## src/sv/rbst_pkg.sv

```systemverilog
// shared types, constants and compare helpers for the ray/box slab test
package rbst_pkg;

    localparam int FRAC_BITS = 16;
    localparam int COORD_W   = 32;
    // bound - origin + offset stays exact in this many signed bits
    localparam int DIFF_W    = COORD_W + 2;
    // the difference is split into a low unsigned part and a high signed part
    localparam int LO_W      = DIFF_W / 2;
    localparam int HI_W      = DIFF_W - LO_W;
    localparam int PL_W      = COORD_W + LO_W + 1;
    localparam int PH_W      = COORD_W + HI_W;
    // full-width slab parameter, 2*FRAC_BITS fraction bits
    localparam int T_W       = COORD_W + DIFF_W;
    localparam int TENTH     = ((1 << FRAC_BITS) + 5) / 10;
    localparam int ONE       = 1 << FRAC_BITS;

    localparam int NUM_AXES  = 3;
    localparam int NUM_T     = 2 * NUM_AXES;
    localparam int IDX_W     = 3;

    localparam int IN_DATA_W  = NUM_T * COORD_W;
    localparam int OUT_DATA_W = 8;

    typedef logic signed [COORD_W-1:0] coord_t;
    typedef logic signed [DIFF_W-1:0]  diff_t;
    typedef logic signed [PL_W-1:0]    plo_t;
    typedef logic signed [PH_W-1:0]    phi_t;
    typedef logic signed [T_W-1:0]     tval_t;

    typedef enum logic [IDX_W-1:0] {
        REG_ORIGIN_X  = 3'd0,
        REG_ORIGIN_Y  = 3'd1,
        REG_ORIGIN_Z  = 3'd2,
        REG_INV_DIR_X = 3'd3,
        REG_INV_DIR_Y = 3'd4,
        REG_INV_DIR_Z = 3'd5
    } reg_idx_t;

    // ray held in configuration
    typedef struct packed {
        coord_t origin_x;
        coord_t origin_y;
        coord_t origin_z;
        coord_t inv_dir_x;
        coord_t inv_dir_y;
        coord_t inv_dir_z;
    } ray_t;

    function automatic tval_t t_min(tval_t a, tval_t b);
        return (b < a) ? b : a;
    endfunction

    function automatic tval_t t_max(tval_t a, tval_t b);
        return (a < b) ? b : a;
    endfunction

endpackage

```

## src/sv/rbst_fold.sv

```systemverilog
// entry/exit fold over the three axes and the final hit compare
module rbst_fold (
    input  logic                    clk,
    input  logic                    rst_n,
    input  logic                    in_valid,
    output logic                    in_ready,
    input  rbst_pkg::tval_t         t_in [rbst_pkg::NUM_T],
    output logic                    out_valid,
    input  logic                    out_ready,
    output logic                    hit
);
    import rbst_pkg::*;

    localparam int NST = 6;

    logic [NST-1:0] v_reg;
    logic [NST-1:0] en;

    // stage 1 results
    tval_t xmn_reg, xmx_reg, ymn_reg, ymx_reg, zmn_reg, zmx_reg;
    // stage 2: entry after y
    tval_t tmin1_reg, xmx2_reg, ymx2_reg, zmn2_reg, zmx2_reg;
    // stage 3: exit after y
    tval_t tmin1b_reg, tmax1_reg, zmn3_reg, zmx3_reg;
    // stage 4: entry after z
    tval_t tmin2_reg, tmax1b_reg, zmx4_reg;
    // stage 5: exit after z
    tval_t tmin2b_reg, tmax2_reg;
    // stage 6: output register
    logic  hit_reg;

    tval_t tmin1_next, tmax1_next, tmin2_next, tmax2_next;
    logic  hit_next;

    always_comb
    begin
        en[NST-1] = !v_reg[NST-1] || out_ready;
        for (int i = NST - 2; i >= 0; i--)
        begin
            en[i] = !v_reg[i] || en[i+1];
        end
    end

    assign in_ready  = en[0];
    assign out_valid = v_reg[NST-1];
    assign hit       = hit_reg;

    // clamped fold order, each exit uses the freshly updated entry
    assign tmin1_next = t_max(xmn_reg, t_min(ymn_reg, xmx_reg));
    assign tmax1_next = t_min(xmx2_reg, t_max(ymx2_reg, tmin1_reg));
    assign tmin2_next = t_max(tmin1b_reg, t_min(zmn3_reg, tmax1_reg));
    assign tmax2_next = t_min(tmax1b_reg, t_max(zmx4_reg, tmin2_reg));
    assign hit_next   = t_max(tmin2b_reg, tval_t'(0)) < tmax2_reg;

    always_ff @(posedge clk or negedge rst_n)
    begin
        if (!rst_n)
        begin
            v_reg <= '0;
        end
        else
        begin
            if (en[0])
            begin
                v_reg[0] <= in_valid;
            end
            for (int s = 1; s < NST; s++)
            begin
                if (en[s])
                begin
                    v_reg[s] <= v_reg[s-1];
                end
            end
        end
    end

    always_ff @(posedge clk)
    begin
        if (en[0])
        begin
            xmn_reg <= t_min(t_in[0], t_in[1]);
            xmx_reg <= t_max(t_in[0], t_in[1]);
            ymn_reg <= t_min(t_in[2], t_in[3]);
            ymx_reg <= t_max(t_in[2], t_in[3]);
            zmn_reg <= t_min(t_in[4], t_in[5]);
            zmx_reg <= t_max(t_in[4], t_in[5]);
        end
        if (en[1])
        begin
            tmin1_reg <= tmin1_next;
            xmx2_reg  <= xmx_reg;
            ymx2_reg  <= ymx_reg;
            zmn2_reg  <= zmn_reg;
            zmx2_reg  <= zmx_reg;
        end
        if (en[2])
        begin
            tmin1b_reg <= tmin1_reg;
            tmax1_reg  <= tmax1_next;
            zmn3_reg   <= zmn2_reg;
            zmx3_reg   <= zmx2_reg;
        end
        if (en[3])
        begin
            tmin2_reg  <= tmin2_next;
            tmax1b_reg <= tmax1_reg;
            zmx4_reg   <= zmx3_reg;
        end
        if (en[4])
        begin
            tmin2b_reg <= tmin2_reg;
            tmax2_reg  <= tmax2_next;
        end
        if (en[5])
        begin
            hit_reg <= hit_next;
        end
    end

endmodule

```

## config.mk

```make
export PLATFORM = sky130hd
export DESIGN_NAME = rbst_fold
export DESIGN_NICKNAME = d
export VERILOG_FILES = /design/src/sv/rbst_pkg.sv /design/src/sv/rbst_fold.sv
export SDC_FILE = /design/constraint.sdc
export NUM_CORES = 2
export LEC_CHECK = 0
export BUFFER_PORTS_ARGS = -buffer_cell sky130_fd_sc_hd__buf_2
export CAP_MARGIN = 40
export CORE_UTILIZATION = 60
export DETAILED_ROUTE_END_ITERATION = 8
export PLACE_DENSITY = 0.8
export SETUP_SLACK_MARGIN = 0.1
export SLEW_MARGIN = 30
export SYNTH_ARGS = -nofsm -noshare
export SYNTH_HDL_FRONTEND = slang
export SYNTH_SLANG_ARGS = --single-unit
```

## constraint.sdc

```tcl
create_clock -name clk -period 53.6 [get_ports clk]
set_input_delay 8.04 -clock clk [delete_from_list [all_inputs] [get_ports clk]]
set_output_delay 8.04 -clock clk [all_outputs]
set_load 0.005 [all_outputs]
```

==> impl_metrics.py <==
metrics = {
    "logic_synthesis": {
        "async_reset_ff_share_pct": 0.452,
        "synth_edf_count": 1321,
        "ys_types": 66,
        "yosys_warnings": 0,
        "synth_compound_area_share_pct": 8.06,
        "ys_seq_area_share_pct": 55.8,
        "synth_top_area_share_pct": 55.6,
        "muxShareOfSynthArea_pct": 12.6,
        "synth_top_area_cell": "edfxtp_1",
        "syn_inst": 5344,
        "synth_xor_area_share_pct": 0.0491,
        "synth_fa_ha_area_share_pct": 13.7,
        "syn_area_per_cell_sq_um": 13.3,
        "yosys.area_share.simple_pct": 4.86,
        "ys.flop_type": "edfxtp_1",
        "syn_nets": 6526,
        "synth_area_leaders": "edfxtp_1 (56%), ha_1 (14%), mux2_2 (7.0%)",
        "synth_top_family_by_area": "adder cells",
        "ys_ff_latch": 1327,
        "synth_area_sq_um": 71300,
    },
    "placed_design": {
        "placed_cells": 7189,
        "place_hpwl_um": 135000,
        "gp_congestion": 0.961,
        "dp_slack_ns": 34.81,
        "port_buffers": 402,
    },
    "pwr": {
        "power_per_cell_area_nw_per_um2": 65.7,
        "ir_drop_mv": 0.108,
        "p_leak_nw": 35.5,
        "total_power_w": 0.00526,
    },
    "sta": {
        "setup_viol": 0,
        "worst_pin_slew_ns": 0.978,
        "rsz0062_at_grt": "false",
        "maxSlewViolCount": 0,
        "fin_crit_ns": 18.76,
        "tns_ns": 0,
        "fin_worst_skew_ns": 0.0361,
        "hold_viol_final": 0,
        "period_share_pct": 35.0,
        "fmax_mhz": 53.3,
        "max_slew_margin_pct": 34.8,
        "setup_ws_ns": 34.84,
    },
    "global_route": {
        "grt_use_total_pct": 29.2,
        "grt_antenna_before_repair": 43,
        "grt_max_degree": 191,
        "grt_pass1_vias": 44433,
        "grt_pass1_wl_um": 264000,
        "grt_overflow_total": 0,
    },
    "worst_setup_path": {
        "cp_max_fo": 33,
        "worstPathArrival_ns": 10.72,
        "worst_setup_path_start_kind": "primary input",
        "slowest_stage": "nor2_1",
        "end_kind": "output port",
        "required_ns": 45.56,
        "criticalPathCategory": "in -> out",
        "path_cells": "buf_2 -> nor2b_1 -> nand3_4 -> nor2_1 -> nand3_4 -> buf_2",
        "critPathMaxStageDelay_ns": 0.74,
    },
    "final_layout": {
        "drive_above_1_share_pct": 19.9,
        "num-nets-final": 6982,
        "final_common_cell": "edfxtp_1",
        "fillCellCount": 8120,
        "regArea_sq_um": 39800,
        "final_cells": 7464,
        "syn_to_final_growth_pct": 12.2,
        "multi_input_comb_area_sq_um": 28200,
        "mostFrequentLayoutCells": "edfxtp_1 (1321), ha_1 (782), inv_1 (744)",
    },
    "status": {
        "status": "complete, no violations",
    },
    "routing": {
        "detail_route.first_pass.iterations": 5,
        "postRouteWirelength_um": 177000,
        "drcViolationCount": 0,
        "wl_per_cell_um": 23.7,
        "drt_iter0_drc": 3892,
        "vias": 45063,
        "final_antenna_net_count": 0,
        "viasPerCell": 6.04,
    },
    "die": {
        "num_rows": 126,
        "die_h_um": 347,
        "die-area_sq_um": 120000,
        "io_pins": 403,
        "die_w_um": 347,
        "core_sq_um": 118000,
        "start_util_pct": 60.5,
    },
    "clock_network": {
        "ctsHoldBuffers": 0,
        "htreeDepth": 4,
        "post-cts-setup-buffers": 0,
        "cts_inserted_buffers": 141,
        "cts_resized": 0,
        "clock-root-buffer": "clkbuf_16",
        "cts_tree": "done",
        "clk_pin_slew_ns": 0.06,
        "cts.sink_count": 1327,
        "cts_buffer_depth": 3,
        "clk_latency_ns": 0.76,
    },
    "hold_path": {
        "hp-class": "reg -> reg",
    },
    "flow_run": {
        "drv_cap": 0,
    },
}
cell type report:
| type | instances | share of cell area, % |
|---|---|---|
| sequential | 1327 | 49.7 |
| multi-input combinational | 3130 | 35.2 |
| clock buffer | 164 | 4.61 |
| inverter | 745 | 3.50 |
| timing repair buffer | 455 | 3.32 |
| tap | 1536 | 2.40 |
| clock inverter | 86 | 1.14 |
| antenna | 21 | 0.0656 |
through the flow:
stage / hold slack (ns) / util [%] / instance area, sq um
2_1_floorplan: 0.400 / - / 71300
3_3_place_gp: 0.401 / 63.6 / 75000
3_5_place_dp: 0.405 / 63.9 / 75300
4_1_cts: 0.394 / 67.8 / 79900
5_1_grt: 0.398 / 67.9 / 80000
6_report: 0.392 / 67.9 / 80000
cell families (layout without fill, tap and decap cells):
family,after synthesis,after routing
adder cells (fa/ha/maj),782,782
multiplexers,797,797
AND/OR/NAND/NOR,650,650
AO/OA/AOI/OAI,897,897
XOR/XNOR,4,4
flip-flops,1327,1327
buffers and inverters,887,1450
other,0,21
synthesized netlist by cell type (all sizes together) (4+ instances only):
library cell and count:
a2111oi 6, a211o 4, a211oi 89, a21o 244, a21oi 276, a221o 4, a221oi 13, a31oi 76
and2 4, and3 5, and4 14, buf 95, clkbuf 47, dfrtp 6, edfxtp 1321, ha 782
inv 745, mux2 665, mux2i 132, nand2 85, nand2b 22, nand3 37, nand4 162, nor2 154
nor2b 90, nor3 27, nor4 17, o211ai 17, o21a 15, o21ai 111, o21bai 4, o221ai 6
o22ai 6, or2 8, or3 8, or4 6
path summary, 6_finish.rpt:
path	startpoint	endpoint	slack, ns	depth (start not counted)
max in group asynchronous	rst_n	v_reg[4]$_DFFE_PN0P_	46.33	1
hold reg to reg	ymx_reg[19]$_DFFE_PP_	ymx2_reg[19]$_DFFE_PP_	0.39	0
hold / removal	ymx_reg[19]$_DFFE_PP_	ymx2_reg[19]$_DFFE_PP_	0.39	0
min in group asynchronous	rst_n	v_reg[1]$_DFFE_PN0P_	7.12	1
setup / recovery	out_ready	in_ready	34.84	6
setup reg to reg	tmin2_reg[65]$_DFFE_PP_	tmax2_reg[20]$_DFFE_PP_	44.57	24
worst max-delay path, delay by kind of cell:
family | cells | cell delay [ns]
AND/OR/NAND/NOR | 4 | 2.20
buffers and inverters | 2 | 0.44
power breakdown:
| part | total [W] | switching, W | leakage (nW) | internal, W |
|---|---|---|---|---|
| Clock | 0.000975 | 0.000400 | 2.22 | 0.000575 |
| Sequential | 0.00187 | 0.000227 | 13.6 | 0.00164 |
| Combinational | 0.00242 | 0.00137 | 19.7 | 0.00104 |
| Total | 0.00526 | 0.00200 | 35.5 | 0.00326 |
routing by layer:
metal | track usage (%) | up-vias | wire length [um] | part of all wire [%]
met1 | 39.7 | 22009 | 74800 | 42
li1 | - | 20943 | - | -
met2 | 46.1 | 1673 | 80500 | 45
met5 | 0 | - | 263 | 0.15
met4 | 12.3 | 44 | 7810 | 4.4
met3 | 5.61 | 394 | 13800 | 7.8
No activity file was read; power rests on OpenSTA's default activity.
